<file path="src/design/teq_pkg.sv">
// Shared types, constants and helpers for the timed event queue.
// No dependencies; used by teq_rsp_reg and timed_event_queue.
`default_nettype none

package teq_pkg;

   localparam int QUEUE_DEPTH = 16;
   localparam int TAG_BITS    = 16;
   localparam int MAX_FIRES   = 16;

   localparam int TIME_W   = 32;
   localparam int PORT_TAG_W = 16;
   localparam int IDX_W    = (QUEUE_DEPTH > 1) ? $clog2(QUEUE_DEPTH) : 1;
   localparam int IDX_W1   = IDX_W + 1;
   localparam int CNT_W    = $clog2(QUEUE_DEPTH + 1);
   localparam int FIRE_W   = $clog2(MAX_FIRES + 1);

   typedef enum logic [1:0] {
      FUNC_TICK = 2'd0,
      FUNC_ABS  = 2'd1,
      FUNC_REL  = 2'd2
   } func_type;

   typedef enum logic [1:0] {
      KIND_ACCEPTED = 2'd0,
      KIND_REJECTED = 2'd1,
      KIND_FIRED    = 2'd2,
      KIND_NONE_DUE = 2'd3
   } kind_type;

   typedef struct packed {
      logic [TIME_W-1:0]   due;
      logic [TIME_W-1:0]   period;
      logic [TAG_BITS-1:0] tag;
   } slot_type;

   typedef struct packed {
      kind_type              kind;
      logic [PORT_TAG_W-1:0] tag;
      logic [TIME_W-1:0]     fire_time;
      logic                  last;
   } rsp_type;

   // physical slot of a logical position counted from the head
   function automatic logic [IDX_W-1:0] slot_addr(input logic [IDX_W-1:0] head,
                                                  input logic [IDX_W-1:0] pos);
      logic [IDX_W1-1:0] s;
      s = {1'b0, head} + {1'b0, pos};
      if (s >= IDX_W1'(QUEUE_DEPTH)) begin
         s = s - IDX_W1'(QUEUE_DEPTH);
      end
      return s[IDX_W-1:0];
   endfunction

   function automatic logic [TIME_W-1:0] sat_add(input logic [TIME_W-1:0] a,
                                                 input logic [TIME_W-1:0] b);
      logic [TIME_W:0] s;
      s = {1'b0, a} + {1'b0, b};
      return s[TIME_W] ? {TIME_W{1'b1}} : s[TIME_W-1:0];
   endfunction

   function automatic logic [TAG_BITS-1:0] tag_from_port(input logic [PORT_TAG_W-1:0] v);
      logic [TAG_BITS+PORT_TAG_W-1:0] w;
      w = {{TAG_BITS{1'b0}}, v};
      return w[TAG_BITS-1:0];
   endfunction

   function automatic logic [PORT_TAG_W-1:0] tag_to_port(input logic [TAG_BITS-1:0] v);
      logic [TAG_BITS+PORT_TAG_W-1:0] w;
      w = {{PORT_TAG_W{1'b0}}, v};
      return w[PORT_TAG_W-1:0];
   endfunction

endpackage

`default_nettype wire

</file>
<file path="src/design/timed_event_queue.sv">
// Timed event queue top level: sorted slot memory, sequencer, result register.
// Depends on teq_pkg and teq_rsp_reg.
`default_nettype none

//  channel | ports                                              | direction
//  --------+----------------------------------------------------+----------
//  req     | req_valid req_stall req_func req_time_value         | in
//          | req_event_tag req_reload                           |
//  rsp     | rsp_valid rsp_stall rsp_result_kind rsp_fired_tag  | out
//          | rsp_fire_time rsp_last                             |
//
// Sequence: an accepted schedule holds req stalled while each queued event with
//   a due time at or after the new one is moved up one slot through the slot
//   memory's read and write ports, until the scan stops at an event due earlier
//   or at the head. A rejected schedule goes straight to its result, an unused
//   code gives none. A tick fires each due event, re-queues each periodic one as
//   above, ends the walk on an empty queue, the firing cap or a head not yet due,
//   and then hands over the final result.
// Reset: synchronous; the queue comes up empty at time zero. Slot memory is
//   not cleared: only occupied slots are ever read.
// Stalls: req is stalled while an item is in progress; a held rsp transfer
//   stalls the sequencer only when it has a new result to hand over.

module timed_event_queue (
   input  wire logic                          clock,
   input  wire logic                          reset,
   input  wire logic                          req_valid,
   output logic                               req_stall,
   input  wire logic [1:0]                    req_func,
   input  wire logic [31:0]                   req_time_value,
   input  wire logic [15:0]                   req_event_tag,
   input  wire logic                          req_reload,
   output logic                               rsp_valid,
   input  wire logic                          rsp_stall,
   output logic [1:0]                         rsp_result_kind,
   output logic [15:0]                        rsp_fired_tag,
   output logic [31:0]                        rsp_fire_time,
   output logic                               rsp_last
);

   typedef enum logic [2:0] {
      ST_IDLE,       // waiting for a request
      ST_HEAD,       // tick: read the head slot or stop
      ST_CHECK,      // tick: head data back, fire or stop
      ST_INS_START,  // insert: read the tail neighbor
      ST_SCAN,       // insert: move larger-or-equal entries up one slot
      ST_PLACE,      // insert: write the new entry
      ST_DONE        // hand over the final result of the item
   } state_type;

   localparam int TIME_W = teq_pkg::TIME_W;
   localparam int IDX_W  = teq_pkg::IDX_W;
   localparam int CNT_W  = teq_pkg::CNT_W;
   localparam int FIRE_W = teq_pkg::FIRE_W;

   // ---------------------------------------------------------------------
   // Slot memory: circular, logical position 0 sits at head_ff.
   // ---------------------------------------------------------------------
   teq_pkg::slot_type slot_mem [teq_pkg::QUEUE_DEPTH];
   teq_pkg::slot_type rd_data_ff;
   logic              rd_en;
   logic [IDX_W-1:0]  rd_addr;
   logic              wr_en;
   logic [IDX_W-1:0]  wr_addr;
   teq_pkg::slot_type wr_data;

   always_ff @(posedge clock) begin
      if (wr_en) begin
         slot_mem[wr_addr] <= wr_data;
      end
      if (rd_en) begin
         rd_data_ff <= slot_mem[rd_addr];
      end
   end

   // ---------------------------------------------------------------------
   // Sequencer state
   // ---------------------------------------------------------------------
   state_type                     state_ff, state_in;
   logic [TIME_W-1:0]             now_ff, now_in;
   logic [CNT_W-1:0]              cnt_ff, cnt_in;
   logic [IDX_W-1:0]              head_ff, head_in;
   logic [IDX_W-1:0]              pos_ff, pos_in;      // insertion hole, logical
   logic [FIRE_W-1:0]             fires_ff, fires_in;
   logic                          in_tick_ff, in_tick_in;
   logic                          pend_ff, pend_in;    // fired result held back for last
   logic [teq_pkg::TAG_BITS-1:0]  pend_tag_ff, pend_tag_in;
   teq_pkg::kind_type             done_kind_ff, done_kind_in;
   teq_pkg::slot_type             ins_ff, ins_in;      // entry being inserted

   logic              rsp_load;
   teq_pkg::rsp_type  rsp_data;
   logic              out_free;

   logic              req_take;
   logic              head_due;
   logic [IDX_W-1:0]  pos_dec;

   assign req_stall = (state_ff != ST_IDLE);
   assign req_take  = req_valid && !req_stall;
   assign head_due  = (rd_data_ff.due <= now_ff);
   assign pos_dec   = pos_ff - IDX_W'(1);

   always_comb begin
      state_in     = state_ff;
      now_in       = now_ff;
      cnt_in       = cnt_ff;
      head_in      = head_ff;
      pos_in       = pos_ff;
      fires_in     = fires_ff;
      in_tick_in   = in_tick_ff;
      pend_in      = pend_ff;
      pend_tag_in  = pend_tag_ff;
      done_kind_in = done_kind_ff;
      ins_in       = ins_ff;

      rd_en   = 1'b0;
      rd_addr = head_ff;
      wr_en   = 1'b0;
      wr_addr = teq_pkg::slot_addr(head_ff, pos_ff);
      wr_data = ins_ff;

      rsp_load           = 1'b0;
      rsp_data.kind      = teq_pkg::KIND_FIRED;
      rsp_data.tag       = teq_pkg::tag_to_port(pend_tag_ff);
      rsp_data.fire_time = now_ff;
      rsp_data.last      = 1'b0;

      case (state_ff)
         ST_IDLE: begin
            if (req_take) begin
               case (req_func)
                  teq_pkg::FUNC_TICK: begin
                     now_in     = req_time_value;
                     fires_in   = '0;
                     pend_in    = 1'b0;
                     in_tick_in = 1'b1;
                     state_in   = ST_HEAD;
                  end
                  teq_pkg::FUNC_ABS, teq_pkg::FUNC_REL: begin
                     in_tick_in = 1'b0;
                     if (cnt_ff == CNT_W'(teq_pkg::QUEUE_DEPTH)) begin
                        done_kind_in = teq_pkg::KIND_REJECTED;
                        state_in     = ST_DONE;
                     end else begin
                        ins_in.tag = teq_pkg::tag_from_port(req_event_tag);
                        if (req_func == teq_pkg::FUNC_ABS) begin
                           ins_in.due    = req_time_value;
                           ins_in.period = '0;
                        end else begin
                           ins_in.due    = teq_pkg::sat_add(now_ff, req_time_value);
                           ins_in.period = req_reload ? req_time_value : '0;
                        end
                        pos_in       = cnt_ff[IDX_W-1:0];
                        done_kind_in = teq_pkg::KIND_ACCEPTED;
                        state_in     = ST_INS_START;
                     end
                  end
                  default: begin
                     // unused code: no effect, no result
                     state_in = ST_IDLE;
                  end
               endcase
            end
         end

         ST_HEAD: begin
            if ((cnt_ff == '0) || (fires_ff == FIRE_W'(teq_pkg::MAX_FIRES))) begin
               done_kind_in = pend_ff ? teq_pkg::KIND_FIRED : teq_pkg::KIND_NONE_DUE;
               state_in     = ST_DONE;
            end else begin
               rd_en    = 1'b1;
               rd_addr  = head_ff;
               state_in = ST_CHECK;
            end
         end

         ST_CHECK: begin
            if (!head_due) begin
               done_kind_in = pend_ff ? teq_pkg::KIND_FIRED : teq_pkg::KIND_NONE_DUE;
               state_in     = ST_DONE;
            end else if (!pend_ff || out_free) begin
               // previous fired event now known not to be the last one
               rsp_load    = pend_ff;
               pend_in     = 1'b1;
               pend_tag_in = rd_data_ff.tag;
               fires_in    = fires_ff + FIRE_W'(1);
               head_in     = teq_pkg::slot_addr(head_ff, IDX_W'(1));
               cnt_in      = cnt_ff - CNT_W'(1);
               if (rd_data_ff.period != '0) begin
                  ins_in.due    = teq_pkg::sat_add(now_ff, rd_data_ff.period);
                  ins_in.period = rd_data_ff.period;
                  ins_in.tag    = rd_data_ff.tag;
                  pos_in        = cnt_in[IDX_W-1:0];
                  state_in      = ST_INS_START;
               end else begin
                  state_in = ST_HEAD;
               end
            end
         end

         ST_INS_START: begin
            if (pos_ff == '0) begin
               state_in = ST_PLACE;
            end else begin
               rd_en    = 1'b1;
               rd_addr  = teq_pkg::slot_addr(head_ff, pos_dec);
               state_in = ST_SCAN;
            end
         end

         ST_SCAN: begin
            // rd_data_ff holds logical pos_ff-1; new entry goes before equals
            if (rd_data_ff.due >= ins_ff.due) begin
               wr_en   = 1'b1;
               wr_addr = teq_pkg::slot_addr(head_ff, pos_ff);
               wr_data = rd_data_ff;
               pos_in  = pos_dec;
               if (pos_dec == '0) begin
                  state_in = ST_PLACE;
               end else begin
                  rd_en    = 1'b1;
                  rd_addr  = teq_pkg::slot_addr(head_ff, pos_dec - IDX_W'(1));
                  state_in = ST_SCAN;
               end
            end else begin
               state_in = ST_PLACE;
            end
         end

         ST_PLACE: begin
            wr_en    = 1'b1;
            wr_addr  = teq_pkg::slot_addr(head_ff, pos_ff);
            wr_data  = ins_ff;
            cnt_in   = cnt_ff + CNT_W'(1);
            state_in = in_tick_ff ? ST_HEAD : ST_DONE;
         end

         ST_DONE: begin
            if (out_free) begin
               rsp_load      = 1'b1;
               rsp_data.kind = done_kind_ff;
               rsp_data.last = 1'b1;
               case (done_kind_ff)
                  teq_pkg::KIND_FIRED: begin
                     rsp_data.tag       = teq_pkg::tag_to_port(pend_tag_ff);
                     rsp_data.fire_time = now_ff;
                  end
                  teq_pkg::KIND_NONE_DUE: begin
                     rsp_data.tag       = '0;
                     rsp_data.fire_time = now_ff;
                  end
                  default: begin
                     rsp_data.tag       = '0;
                     rsp_data.fire_time = '0;
                  end
               endcase
               pend_in  = 1'b0;
               state_in = ST_IDLE;
            end
         end

         default: begin
            state_in = ST_IDLE;
         end
      endcase
   end

   always_ff @(posedge clock) begin
      if (reset) begin
         state_ff   <= ST_IDLE;
         now_ff     <= '0;
         cnt_ff     <= '0;
         head_ff    <= '0;
         fires_ff   <= '0;
         in_tick_ff <= 1'b0;
         pend_ff    <= 1'b0;
      end else begin
         state_ff   <= state_in;
         now_ff     <= now_in;
         cnt_ff     <= cnt_in;
         head_ff    <= head_in;
         fires_ff   <= fires_in;
         in_tick_ff <= in_tick_in;
         pend_ff    <= pend_in;
      end
      pos_ff       <= pos_in;
      pend_tag_ff  <= pend_tag_in;
      done_kind_ff <= done_kind_in;
      ins_ff       <= ins_in;
   end

   // ---------------------------------------------------------------------
   // Result register
   // ---------------------------------------------------------------------
   teq_rsp_reg u_rsp_reg (
      .clock           (clock),
      .reset           (reset),
      .load            (rsp_load),
      .load_data       (rsp_data),
      .free            (out_free),
      .rsp_valid       (rsp_valid),
      .rsp_stall       (rsp_stall),
      .rsp_result_kind (rsp_result_kind),
      .rsp_fired_tag   (rsp_fired_tag),
      .rsp_fire_time   (rsp_fire_time),
      .rsp_last        (rsp_last)
   );

endmodule

`default_nettype wire

</file>
<file path="src/design/teq_rsp_reg.sv">
// Result output register with valid/stall handshake.
// Depends on teq_pkg (rsp_type).
`default_nettype none

module teq_rsp_reg (
   input  wire logic                              clock,
   input  wire logic                              reset,
   input  wire logic                              load,
   input  wire teq_pkg::rsp_type                  load_data,
   output logic                                   free,
   output logic                                   rsp_valid,
   input  wire logic                              rsp_stall,
   output logic [1:0]                             rsp_result_kind,
   output logic [teq_pkg::PORT_TAG_W-1:0]         rsp_fired_tag,
   output logic [teq_pkg::TIME_W-1:0]             rsp_fire_time,
   output logic                                   rsp_last
);

   logic             valid_ff;
   logic             valid_in;
   teq_pkg::rsp_type data_ff;

   // slot frees up in the same cycle its transfer completes
   assign free     = !valid_ff || !rsp_stall;
   assign valid_in = load ? 1'b1 : (valid_ff && rsp_stall);

   always_ff @(posedge clock) begin
      if (reset) begin
         valid_ff <= 1'b0;
      end else begin
         valid_ff <= valid_in;
      end
      if (load) begin
         data_ff <= load_data;
      end
   end

   assign rsp_valid       = valid_ff;
   assign rsp_result_kind = data_ff.kind;
   assign rsp_fired_tag   = data_ff.tag;
   assign rsp_fire_time   = data_ff.fire_time;
   assign rsp_last        = data_ff.last;

endmodule

`default_nettype wire
</file>
<file path="config.mk">
export PLATFORM = sky130hd
export DESIGN_NAME = timed_event_queue
export DESIGN_NICKNAME = d
export VERILOG_FILES = /design/src/design/teq_pkg.sv /design/src/design/timed_event_queue.sv /design/src/design/teq_rsp_reg.sv
export SDC_FILE = /design/constraint.sdc
export NUM_CORES = 2
export LEC_CHECK = 0
export ABC_AREA = 1
export BUFFER_PORTS_ARGS = -buffer_cell sky130_fd_sc_hd__buf_4
export CORE_UTILIZATION = 30
export CTS_CLUSTER_DIAMETER = 100
export DETAILED_ROUTE_END_ITERATION = 7
export PLACE_DENSITY = 0.46
export REMOVE_ABC_BUFFERS = 1
export SYNTH_ARGS = -nofsm -noshare
export SYNTH_HDL_FRONTEND = slang
export SYNTH_SLANG_ARGS = --single-unit
export TNS_END_PERCENT = 1
</file>
<file path="constraint.sdc">
create_clock -name clock -period 12.03 [get_ports clock]
set_clock_uncertainty 0.1 [all_clocks]
set_input_delay 3.0075 -clock clock [delete_from_list [all_inputs] [get_ports clock]]
set_output_delay 3.0075 -clock clock [all_outputs]
set_load 0.005 [all_outputs]
</file>
==> metrics.yaml <==
min_path:
  min_from: "rd_data_ff[13]"
  hp-class: "flip-flop to flip-flop"
layout:
  fin_cells: 10400
  postLayoutCoreUtil: 0.345
  fin_nets: 7285
  drive_gt1_frac: 0.0780
  stdcell_area_um2: 83700
  area_growth_syn_to_layout_pct: 14.3
floorplanning:
  dieArea_um2: 246000
  die_h_um: 496
  core-area_um2: 243000
  io_pins: 108
  rows: 181
  dieWidth_um: 496
  initial_core_util: 0.302
synthesis:
  synth_compound_area_frac: 0.0380
  synth_area_per_cell_um2: 10.4
  yosys.cell_count.top_type: "edfxtp_1"
  synthesis.area_um2: 73300
  synthMuxAreaShare: 0.000273
  yosysSeqAreaShare: 0.634
  yosysWarningCount: 0
  synth_cells: 7024
  synth-adder-area-share: 0.0268
  synth_top_flop_cell: "edfxtp_1"
  synth_commonest_cells: "edfxtp_1, nand3_1, nand2_1"
  synth_top_area_share: 0.620
  synthArstFlopShare: 0
  synth_seq_cells: 1565
  synth_area_leaders: "edfxtp_1, nand3_1, nand2_1"
  yosysUniqueCellTypes: 52
  synth_edf_count: 1513
  yosysTopAreaCell: "edfxtp_1"
  synthSimpleGateAreaFrac: 0.210
  synth_xor_xnor_area_share: 0.00813
  synth_top_family_by_area: "simple AND/OR/NAND/NOR gates"
critical_path:
  cp_max_fo: 147
  cp.arrival_ps: 7840
  end_kind: "flip-flop"
  r2r_slack_ps: 4700
  rr_endpoint: "rd_data_ff[1]"
  r2r_cells: 20
  required_ps: 12540
  crit_end: "rd_data_ff[1]"
  criticalPathCategory: "flip-flop to flip-flop"
  start_kind: "flip-flop"
  r2r_start: "rd_data_ff[55]"
  critPathLaunch: "rd_data_ff[55]"
power:
  p_leak_nw: 33.3
  power_density_nw_per_um2: 263
  ir_drop_mv: 0.263
  power_mw: 22.0
global_route:
  grt_max_degree: 166
  grt_pass1_wl_um: 356000
  grt_pass1_vias: 50400
  grt.overflow.total: 0
  antenna_found_initial: 8
  grt_usage: 0.196
sta:
  rsz0062_at_grt: "false"
  min_period_over_period: 0.609
  totalNegativeSetupSlack_ps: 0
  timing.fmax_ghz: 0.136
  fin_ws_ps: 4700
  setup-violations-final: 0
  tightest_slew_ps: 1380
  min_period_ps: 7330
  timing.max_slew.rel_slack: 0.0742
  hold_viol: 0
  drv_slew: 0
  holdWs_ps: 371
clock_network:
  htreeDepth: 4
  postCtsSetupBuffers: 0
  clockBufferDepth: 3
  worstSkewPairLatency_ps: 860
  cts.sinks: 1565
  cts-root-buf: "clkbuf_16"
  cts_resized: 0
  numCtsBuffers: 179
  clk_pin_slew_ps: 70
  cts_hold_buf: 0
  cts_tree: "built"
drt:
  drc: 0
  drt_iter0_markers: 4202
  drtPass1Iterations: 6
  ant_nets: 0
  wirelength_um: 244000
  vias_per_cell: 4.93
  vias: 51500
  post_drt_wl_per_cell_um: 23.4
status:
  outcome: "finished clean"
placement:
  place_congestion: 0.879
  port_buffers: 107
  place_hpwl_um: 133000
  pre_cts_ws_ps: 4220
  place_inst: 10100
  place_area_um2: 77800
flow_run:
  maxCapViolCount: 0
-- registers in the layout, summed over array words and instances (netlist names), 2 cells and up --
register	cells
done_kind_ff	2
pend_tag_ff	16
u_rsp_reg.rsp_fire_time	32
u_rsp_reg.rsp_fired_tag	16
now_ff	32
slot_mem	1280
cnt_ff	5
u_rsp_reg.rsp_result_kind	2
rd_data_ff	80
ins_ff	80
head_ff	4
state_ff	3
fires_ff	5
pos_ff	4
-- worst min path at each step --
stage,cells after the start,to
floorplan,0,pend_tag_ff[0]
global placement,0,pend_tag_ff[0]
detailed placement,0,pend_tag_ff[11]
CTS,0,pend_tag_ff[13]
global route,0,pend_tag_ff[13]
finish,0,pend_tag_ff[13]
-- worst max-delay path, stage by stage, from the launching register on --
cell and delay [ps]:
edfxtp_1 420, ha_1 320, nand2_1 80, nor2_1 150, nand4_1 100, nand3_1 210
nand2_1 80, nand2_1 100, nand2_1 130, nand4_4 90, buf_4 850, nand3_4 800
nand2_8 570, buf_12 480, buf_4 830, buf_4 860, nand2_1 110, nand3_1 130
nand3_1 90, nand3_1 110, nand2_1 70
-- layer usage --
metal | share of wire | GRT usage
met4 | 0.028 | 0.0591
met5 | 0 | 0
met2 | 0.48 | 0.329
met1 | 0.45 | 0.265
met3 | 0.043 | 0.0223
-- cells in the final DEF, fill, tap and decap left out, types with 5 or more instances in the layout --
master	instances
bufinv_16	16
clkbuf_16	182
nand3_1	1362
o21bai_1	8
a21oi_1	162
inv_1	1123
nand4_1	15
o21ai_1	42
a21o_1	15
nor2_1	162
clkbuf_1	38
o211ai_1	10
xor2_1	38
nor2_4	13
ha_1	149
nor3_1	17
nand3b_1	402
dfxtp_1	52
xnor2_1	30
nor4_1	14
clkinv_16	6
o22ai_1	16
nand2_4	5
nor3_2	8
fa_1	5
buf_4	245
clkinv_2	28
clkinv_1	37
clkinvlp_4	7
nand2_1	1191
o221ai_1	6
edfxtp_1	1513
buf_12	10
o21a_1	7
o21ai_0	218
-- layout make-up --
| class | count | area [µm²] |
|---|---|---|
| fill | 24400 | 159000 |
| sequential | 1565 | 46500 |
| multi-input combinational | 3943 | 21000 |
| clock buffer | 221 | 4710 |
| inverter | 1132 | 4280 |
| tap | 3202 | 4010 |
| timing repair buffer | 255 | 2040 |
| clock inverter | 106 | 1160 |
| antenna | 4 | 10.0 |
-- logic make-up (layout without fill, tap and decap cells) --
family                     after synthesis  in the layout
buffers and inverters                 1516           1714
and+or+nand+nor                       3208           3208
DFF                                   1565           1565
muxes                                    2              2
xor gates and xnor gates                68             68
other                                    0              4
adders and majority gates              154            154
AOI/OAI and AO/OA                      511            511
-- where the power goes --
part	switching, mW	internal [mW]	total (mW)	leakage, nW
registers	0.271	7.60	7.87	14.1
clock network	2.35	3.15	5.49	2.83
logic	6.49	2.18	8.67	16.3
total	9.11	12.9	22.0	33.3
Power figures use the tool's default switching activity.
